**src/rtl/core/kli_div.sv**
```systemverilog
// Bit-serial divider for the interpolation fraction: floor(ctime * 2^16 / ftime).
// Requires ctime <= ftime; one quotient bit per cycle. No dependencies.
module kli_div (
  input  logic        clk_i,
  input  logic        rst_ni,
  input  logic        start_i,
  input  logic [31:0] dividend_i,
  input  logic [31:0] divisor_i,
  output logic        done_o,
  output logic [16:0] quot_o
);

  logic [32:0] rem_q, rem_d;
  logic [31:0] dvs_q;
  logic [16:0] quot_q, quot_d;
  logic [4:0]  cnt_q, cnt_d;
  logic        busy_q, busy_d;
  logic        done_q, done_d;
  logic        ge;
  logic [32:0] rdiff;

  assign ge    = rem_q >= {1'b0, dvs_q};
  assign rdiff = ge ? (rem_q - {1'b0, dvs_q}) : rem_q;

  always_comb begin
    rem_d  = rem_q;
    quot_d = quot_q;
    cnt_d  = cnt_q;
    busy_d = busy_q;
    done_d = 1'b0;
    if (start_i) begin
      rem_d  = {1'b0, dividend_i};
      quot_d = '0;
      cnt_d  = '0;
      busy_d = 1'b1;
    end else if (busy_q) begin
      rem_d  = {rdiff[31:0], 1'b0};
      quot_d = {quot_q[15:0], ge};
      cnt_d  = cnt_q + 5'd1;
      if (cnt_q == 5'd16) begin
        busy_d = 1'b0;
        done_d = 1'b1;
      end
    end
  end

  always_ff @(posedge clk_i or negedge rst_ni) begin
    if (!rst_ni) begin
      busy_q <= 1'b0;
      done_q <= 1'b0;
      cnt_q  <= '0;
    end else begin
      busy_q <= busy_d;
      done_q <= done_d;
      cnt_q  <= cnt_d;
    end
  end

  always_ff @(posedge clk_i) begin
    rem_q  <= rem_d;
    quot_q <= quot_d;
    if (start_i) begin
      dvs_q <= divisor_i;
    end
  end

  assign done_o = done_q;
  assign quot_o = quot_q;

endmodule

```
**config.mk**
```make
export PLATFORM = sky130hd
export DESIGN_NAME = kli_div
export DESIGN_NICKNAME = d
export VERILOG_FILES = /design/src/rtl/core/kli_div.sv
export SDC_FILE = /design/constraint.sdc
export NUM_CORES = 1
export LEC_CHECK = 0
export BUFFER_PORTS_ARGS = -buffer_cell sky130_fd_sc_hd__buf_2
export CAP_MARGIN = 20
export CORE_UTILIZATION = 30
export CTS_CLUSTER_DIAMETER = 100
export DETAILED_ROUTE_END_ITERATION = 8
export PLACE_DENSITY_LB_ADDON = 0.15
export RECOVER_POWER = 25
export SETUP_SLACK_MARGIN = 0.3
export SLEW_MARGIN = 10
export SYNTH_ARGS = -nofsm -noshare
export SYNTH_HDL_FRONTEND = slang
export SYNTH_SLANG_ARGS = --single-unit
```
**constraint.sdc**
```tcl
create_clock -name clk_i -period 3.4 [get_ports clk_i]
set_input_delay 0.51 -clock clk_i [delete_from_list [all_inputs] [get_ports clk_i]]
set_output_delay 0.51 -clock clk_i [all_outputs]
set_load 0.1 [all_outputs]
```
# Yosys cells after proc, flatten, opt, wreduce, memory -nomap -nowiden
# Index checks and enable logic that the tools add are counted.
[op_classes]
add_sub_neg = 2
n_mul = 0
n_div = 0
order_cmp = 1
eq_ne = 1
shift = 0
muxes = 11
bitwise = 0
reduce_logical = 1
[op_table]
columns = ["cell", "count"]
rows = [
  ["2-to-1 mux 32 bit", 3],
  ["greater-or-equal comparator 33 x 32 -> 1 bit", 1],
  ["subtractor 32 bit", 1],
  ["2-to-1 mux 5 bit", 2],
  ["2-to-1 mux 1 bit", 6],
  ["adder 5 x 1 -> 5 bit (second input constant)", 1],
  ["equality test 5 bit (second input constant)", 1],
  ["nonzero test 2 bit", 1],
]
[totals]
regBits = 89
latch_bits = 0
ram_bits = 0
rom_bits = 0
wordCells = 23
n_memories = 0

# Depth between registers and ports, before layout
# Gate-level depths: netlist (run 1).
[logic_depth]
depth_word = 4
depth_mapped = 13
ltp_nobuf = 12

# Worst setup path after synthesis (run 1)
# OpenSTA, ideal clock, no wires.
[synth_timing]
path_type = "register to register"
from = "register rem_q[13]"
to = "register rem_q[1], data pin"
setup_time_ns = 0.260
t_arrival_ns = 2.668
required_time_ns = 3.140
setup_slack_ns = 0.472
path_stages_with_launch = 12
path_cell_list = "edfxtp_1 > ha_1 > buf_6 > a211o_1 > a31oi_1 > o21ai_1 > o2111ai_2 > nand3_2 > a2111oi_4 > buf_6 > mux2i_1 > mux2_2"
[synth_between]
elab_chain_len = 4
[synth_lines]
columns = ["item", "line", "rtl"]
rows = [
  ["start, declared", "13", "logic [32:0] rem_q, rem_d;"],
  ["start signal, assigned", "60", "rem_q <= rem_d;"],
  ["greater-or-equal comparator 33 x 32 -> 1 bit", "22", "assign ge = rem_q >= {1'b0, dvs_q};"],
  ["2-to-1 mux 32 bit", "23", "assign rdiff = ge ? (rem_q - {1'b0, dvs_q}) : rem_q;"],
  ["2-to-1 mux 32 bit", "36", "end else if (busy_q) begin"],
  ["2-to-1 mux 32 bit", "31", "if (start_i) begin"],
  ["named net rem_d[1]", "13", ""],
]
# The timed path passes the listed nets, and every way through them passes these cells. The select of a mux whose other input is x is not followed.
# A chain may end at the register's enable or synchronous reset.

# Final worst setup path (run 1)
[layout_timing]
from = "register rem_q[10]"
to = "register rem_q[1], data pin"
# Same word-level chain as after synthesis.

==> reports/summary.md, run 1 <==
* completed — result of the run
* 1.46 ns — worst-margin pin slew
* 0 — final hold violations
* built — TritonCTS clock tree
* 0.155 — global-route usage over all layers
* 64 — EDFF count, synth
* divisor_i[5] — launch instance of the worst min-delay path
* 135 um — width of the chip
* 872 mW/mm2 — areal power density over the cells
* 0 — number of antenna cells inserted
* 4365 — count of vias placed by the detailed router
* sky130_fd_sc_hd__edfxtp_1 — prevailing post-synth register cell
* 0.43 ns — largest incremental delay on the critical path
* 3.03 nW — leakage
* 135 um — Die Y
* 4.95 — number of vias per cell
* 0.00534 mm2 — Cell Area, Synth
* 0 — Final Max Tran Viols
* 0.00246 mm2 — Sequential cell area
* sky130_fd_sc_hd__edfxtp_1 — Slowest cell on crit path
* 48 — cell row count
* true — unrepaired setup endpoints after global routing
* 650 — post-synthesis net count
* 4267 — vias in the first global route
* 1765 — number of inserted filler cells in the final layout
* 753 — Post-layout nets
* 0.258 — global-route met2 utilization
* 0.36 ns — source-to-sink clock delay at the later pin of the worst-skew pair
* 3.04 ns — Final Critical Period
* 0 — Final ANT Viol Nets
* met2 — most congested layer reported by global routing
* 89 — number of sinks driven by the clock tree
* 25.2% — Syn-to-layout area delta
* sky130_fd_sc_hd__clkbuf_16 — cell at the root of the clock tree
* 9 — number of buffers added by the clock tree synthesis step
* 0.460 — portion of the post-synthesis area used by sequential elements
* 0.0775 ns — Setup WS pre-CTS
* 230 — detailed router's first-iteration violation count
* 0.329 GHz — FMAX
* rem_q[1] — end of the worst register-to-register path
* 0 — number of warning messages in the yosys log
* 1 — Hold Path Depth
* in -> reg — Worst Hold Class
* 2 — number of buffers and inverters on the critical path
* 0.360 — area fraction of the dominant cell type after synthesis
* 0.0183 mm2 — area of the die
* 0.815 — weighted congestion reported at the end of routability-driven placement
* 5 — count of TritonRoute iterations in the first routing pass
* reg -> reg — worst setup path class
* 85 — top-level I/O count
* sky130_fd_sc_hd__edfxtp_1 — most area-hungry cell type in the Yosys netlist
* 0 — Setup Viol. Count Final
* rem_q[10] — beginning of the worst register-to-register path
* 0.253 — share of post-route cells with drive strength above 1
* 0.0288 — worst slew slack as a fraction of its limit
* 0 — Overflow after GRT
* 0.36 ns — reg-to-reg slack, setup
* 22.0 mm — first-pass GRT wire length
* 0.0174 mm2 — Core ar.
* 0 — number of antenna violations at the first check in global routing
* 9.74 um2 — Avg Cell Area, Syn
* 0 — number of design rule violations left after detail routing
* 0.360 ns — final setup slack of the worst path
* 0.00277 mm2 — area taken by multi-input logic gates
* 3.51 ns — Worst EP required
* 89 — number of synthesized register bits
* 413 uV — VDD IR max
* compound AO/OA/AOI/OAI gates — critical path's top delay family
* 548 — synthesized instance count
* 3.15 ns — Data arrival, critical path
* register — launching element type of the critical path
* 0.894 — period utilization
* 61 — pin count of the biggest net entering global routing
* 15.8 um — detailed-route wire length per cell
* 0.0105 ns — Worst Skew
* 0.08 ns — Worst-path clk slew
* sky130_fd_sc_hd__edfxtp_1 36%, sky130_fd_sc_hd__ha_1 8.0%, sky130_fd_sc_hd__dfxtp_1 6.8%, sky130_fd_sc_hd__nand2_1 4.2%, sky130_fd_sc_hd__nor2_1 4.2% — largest cells by area after synthesis
* register — Crit. End Element
* 0.0787 — share of async-settable or async-resettable flops after synthesis
* dvs_q[5] — worst min-delay path endpoint
* 11 — worst reg-to-reg path cell count
* 84 — # port buffers
* ha_4 > a21o_1 > a221oi_4 > o21ai_2 > o2111ai_2 > nand3_2 > a2111oi_4 > buf_4 > buf_12 > mux2i_1 > mux2_2 — Cell Chain, Critical Path
* 0.307 — Initial Util
* 13.9 mm — final wirelength
* 0.0400 — met3 capacity usage during global routing
* 0 ns — TNS Setup
* 2 — maximum number of buffers from clock root to sink
* 58 — unique cell type count in the Yosys netlist
* 9.65 mm — Final HPWL DP
* 11 — maximum fanout along the worst path
* 3 — H-tree depth
* 0.200 — met1 usage
* 0 — MaxCap Viol Count
[registers in the layout, summed over array words and instances (netlist names)]
register / flops
rem_q: 33
dvs_q: 32
busy_q: 1
cnt_q: 5
quot_o: 17
done_o: 1
[cells by family (layout without fill, tap and decap cells)]
| family | Yosys count | in the layout | synth area share |
|---|---|---|---|
| buffers and inverters | 67 | 175 | 0.0518 |
| adder cells (fa/ha/maj) | 35 | 35 | 0.0835 |
| AND/OR/NAND/NOR | 177 | 177 | 0.151 |
| flip-flops | 89 | 89 | 0.460 |
| XOR/XNOR | 25 | 25 | 0.0410 |
| multiplexers | 21 | 21 | 0.0396 |
| AO/OA/AOI/OAI | 134 | 134 | 0.173 |
[per-layer routing]
layer / share of wire / vias up
met2: 0.47 / 94
met5: 0 / -
met4: 0.0094 / 0
met3: 0.047 / 10
met1: 0.47 / 2069
li1: - / 2192
[through the flow]
stage	total power, mW	utilization	cell area [um2]	hold WS, ns	std cells
after floorplan	3.65	-	5340	0.214	548
after global placement	4.31	0.349	6050	0.357	847
after detailed placement	4.30	0.349	6050	0.360	847
after CTS	5.52	0.371	6440	0.304	870
after global routing	6.27	0.385	6680	0.300	881
final	5.82	0.385	6680	0.321	881
[cells in the final DEF (no fill, tap or decap), types with 19 or more instances in the layout]
cell                       netlist  routed
sky130_fd_sc_hd__a21oi_1        25      22
sky130_fd_sc_hd__mux2i_1        20      20
sky130_fd_sc_hd__inv_1          43      42
sky130_fd_sc_hd__buf_2           2      83
sky130_fd_sc_hd__edfxtp_1       64      64
sky130_fd_sc_hd__a31oi_1        29      28
sky130_fd_sc_hd__nand2_1        59      59
sky130_fd_sc_hd__buf_4           0      24
sky130_fd_sc_hd__ha_1           34      20
sky130_fd_sc_hd__nor2_1         59      58
sky130_fd_sc_hd__o21ai_0        22      19
[synthesized netlist by cell type (4+ instances only)]
cell / n
sky130_fd_sc_hd__clkbuf_1: 17
sky130_fd_sc_hd__xnor2_1: 13
sky130_fd_sc_hd__or3_1: 5
sky130_fd_sc_hd__ha_1: 34
sky130_fd_sc_hd__nand3_1: 9
sky130_fd_sc_hd__inv_1: 43
sky130_fd_sc_hd__a31oi_1: 29
sky130_fd_sc_hd__and3_1: 7
sky130_fd_sc_hd__xor2_1: 12
sky130_fd_sc_hd__mux2i_1: 20
sky130_fd_sc_hd__a211oi_1: 4
sky130_fd_sc_hd__o21a_1: 5
sky130_fd_sc_hd__a21oi_1: 25
sky130_fd_sc_hd__dfrtp_1: 7
sky130_fd_sc_hd__nand4_1: 10
sky130_fd_sc_hd__or2_2: 4
sky130_fd_sc_hd__a21boi_0: 4
sky130_fd_sc_hd__edfxtp_1: 64
sky130_fd_sc_hd__nand2b_1: 5
sky130_fd_sc_hd__nor2_1: 59
sky130_fd_sc_hd__a21o_1: 16
sky130_fd_sc_hd__nor3_1: 8
sky130_fd_sc_hd__dfxtp_1: 18
sky130_fd_sc_hd__nand2_1: 59
sky130_fd_sc_hd__o21ai_0: 22
[power by group]
group | total [mW] | internal, mW | switching [mW] | leakage, nW
Combinational | 3.17 | 1.44 | 1.73 | 1.99
Sequential | 1.63 | 1.46 | 0.161 | 0.886
Clock | 1.03 | 0.527 | 0.501 | 0.151
Total | 5.82 | 3.43 | 2.39 | 3.03
[final cells by class]
class	count	area share
Multi-Input combinational cell	392	0.414
Clock buffer	9	0.0337
Tap cell	225	0.0421
Clock inverter	7	0.0118
Timing Repair Buffer	116	0.106
Sequential cell	89	0.368
Inverter	43	0.0242
[how the worst max path moves through the flow]
| stage | from | to | slack [ns] | depth (start not counted) |
|---|---|---|---|---|
| after floorplan | rem_q[13] | rem_q[1] | 0.47 | 11 |
| after global placement | rem_q[10] | rem_q[1] | 0.16 | 10 |
| after detailed placement | rem_q[10] | rem_q[1] | 0.08 | 10 |
| after CTS | rem_q[10] | rem_q[1] | 0.29 | 11 |
| after global routing | dvs_q[10] | rem_q[2] | 0.19 | 12 |
| final | rem_q[10] | rem_q[1] | 0.36 | 11 |
[repair_timing]
item / in CTS / in global routing
pin swaps: 4 / 16
setup buffers: 5 / 10
gates cloned: 1 / 1
gates resized for setup: 1 / 38
endpoints found under the setup margin: 21 / 32
endpoints found under the hold margin: 7 / 0
hold buffers: 1 / 0
No activity file was read; power rests on OpenSTA's default activity.
==> inputs of run 2 (changes only) <==
CORE_MARGIN = 8   (was default)
==> run 2 against run 1 <==
  * Clock power about the same
  * The flow now finishes with violations (max-capacitance violations, max-slew violations)
  * Setup slack better by 0.020 ns
  * Largest power group unchanged
  * Hold slack worse by 0.00099 ns
  * Sequential cell count is the same
  * Die area up 22%
  * First-iteration DRC count fell by 8.7%
  * Sequential power barely moved
  * Wire length about the same
  * Clock skew rose by 0.0011 ns
  * Maximum frequency is 0.67% higher
  * Critical path depth down 1
  * Via count shrank 1.2%
==> reports/summary.md, run 2 (synthesis results as in run 1) <==
* 210 — detailed router's first-iteration violation count
* 845 mW/mm2 — areal power density over the cells
* 316 uV — VDD IR max
* 0 — number of antenna cells inserted
* 13.9 mm — final wirelength
* 0 ns — TNS Setup
* 0.36 ns — source-to-sink clock delay at the later pin of the worst-skew pair
* sky130_fd_sc_hd__clkbuf_16 — cell at the root of the clock tree
* 745 — Post-layout nets
* 89 — number of sinks driven by the clock tree
* 3.51 ns — Worst EP required
* 0.205 — global-route met2 utilization
* divisor_i[26] — launch instance of the worst min-delay path
* 1.64 ns — worst-margin pin slew
* max-capacitance violations, max-slew violations — violated checks
* reg -> reg — worst setup path class
* 1 — MaxCap Viol Count
* finished with violations — result of the run
* rem_q — most flop-heavy register
* 4510 — vias in the first global route
* 46 — pin count of the biggest net entering global routing
* 33 — number of flip-flops under the largest register name
* 3.02 ns — Final Critical Period
* 873 — final instance count without filler cells
* register — launching element type of the critical path
* 0.127 — global-route usage over all layers
* 10.1 mm — Final HPWL DP
* 0 — Final ANT Viol Nets
* 0.08 ns — Worst-path clk slew
* met2 — most congested layer reported by global routing
* 0.0174 mm2 — Core ar.
* 149 um — Die Y
* 0 — final hold violations
* built — TritonCTS clock tree
* sky130_fd_sc_hd__buf_2 — commonest non-fill, non-tap cell in the layout
* 85 — top-level I/O count
* 0.0355 — met3 capacity usage during global routing
* 0.835 — weighted congestion reported at the end of routability-driven placement
* 7 — maximum fanout along the worst path
* 16.0 um — detailed-route wire length per cell
* 4.94 — number of vias per cell
* rem_q[14] — beginning of the worst register-to-register path
* 82 x sky130_fd_sc_hd__buf_2, 64 x sky130_fd_sc_hd__edfxtp_1, 59 x sky130_fd_sc_hd__nand2_1, 59 x sky130_fd_sc_hd__nor2_1, 42 x sky130_fd_sc_hd__inv_1 — commonest cells after routing, fill and taps aside
* 0.320 ns — hold slack final
* 0 — Overflow after GRT
* in -> reg — Worst Hold Class
* 0.888 — period utilization
* 3.13 ns — Data arrival, critical path
* 0.162 — met1 usage
* 5.52 mW — overall power after layout
* 0.228 — share of post-route cells with drive strength above 1
* -0.0966 — worst slew slack as a fraction of its limit
* rem_q[14] — launching element of the worst setup path
* 48 — cell row count
* 84 — # port buffers
* 0.0223 mm2 — area of the die
* 9 — number of buffers added by the clock tree synthesis step
* 4314 — count of vias placed by the detailed router
* 22.3% — Syn-to-layout area delta
* 0.307 — Initial Util
* true — unrepaired setup endpoints after global routing
* 22.6 mm — first-pass GRT wire length
* 0.0116 ns — Worst Skew
* 3 — H-tree depth
* 2.97 nW — leakage
* 30 — Final Max Tran Viols
* 847 — Post-Place Cells
* 0 — number of antenna violations at the first check in global routing
* 0.331 GHz — FMAX
* 4 — count of TritonRoute iterations in the first routing pass
* 2 — maximum number of buffers from clock root to sink
* 0 — Setup Viol. Count Final
* 149 um — width of the chip
* register — Crit. End Element
* 0 — number of design rule violations left after detail routing
-- run 2: worst max-delay path, stage by stage (launching register included) --
cell	delay [ns]
sky130_fd_sc_hd__edfxtp_1	0.39
sky130_fd_sc_hd__ha_1	0.38
sky130_fd_sc_hd__and4_1	0.25
sky130_fd_sc_hd__and2_1	0.18
sky130_fd_sc_hd__o211a_1	0.15
sky130_fd_sc_hd__o2111ai_2	0.25
sky130_fd_sc_hd__nand3_2	0.13
sky130_fd_sc_hd__a2111oi_4	0.48
sky130_fd_sc_hd__clkbuf_16	0.24
sky130_fd_sc_hd__mux2i_1	0.07
sky130_fd_sc_hd__mux2_4	0.26
-- run 2: metal layers --
layer | share of wire | vias up
met3 | 0.043 | 12
met4 | 0.015 | 0
met5 | 0 | -
li1 | - | 2179
met1 | 0.48 | 2042
met2 | 0.46 | 81
-- run 2: area by class of cell --
type,instances,area (um2)
repair buffers,108,629
inverters,43,161
flip-flops and latches,89,2460
fillers,1768,10800
well taps,225,282
clock inverters,7,65.1
clock buffers,9,225
multi-input cells,392,2710
-- run 2: per-stage QoR --
| stage | utilization | worst slack, ns | instance area [um2] |
|---|---|---|---|
| 4_1_cts | 0.368 | 0.314 | 6380 |
| 3_3_place_gp | 0.348 | 0.264 | 6040 |
| 3_5_place_dp | 0.348 | 0.178 | 6040 |
| 5_1_grt | 0.376 | 0.236 | 6530 |
| 6_report | 0.376 | 0.380 | 6530 |
| 2_1_floorplan | - | 0.472 | 5340 |
-- run 2: where the power goes --
part           internal, mW  switching [mW]  total, mW  leakage [nW]
registers              1.46           0.152       1.62         0.886
clock network         0.517           0.490       1.01         0.141
logic                  1.28            1.62       2.89          1.94
-- run 2: what timing repair did --
action                                  in CTS  in global routing
endpoints found under the setup margin      14                 32
buffers inserted                             4                  5
pin swaps                                    3                 19
hold endpoints to repair                     7                  0
hold buffers                                 1                  0
gates resized for setup                      2                 28
-- run 2: final timing paths --
| kind | endpoint | slack, ns | cells after the start |
|---|---|---|---|
| min | dvs_q[26] | 0.32 | 1 |
| max reg2reg | rem_q[1] | 0.38 | 10 |
| max | rem_q[1] | 0.38 | 10 |
| min reg2reg | quot_o[16] | 0.50 | 2 |
| min in group asynchronous | done_o | 0.59 | 2 |
| max in group asynchronous | cnt_q[4] | 2.53 | 2 |
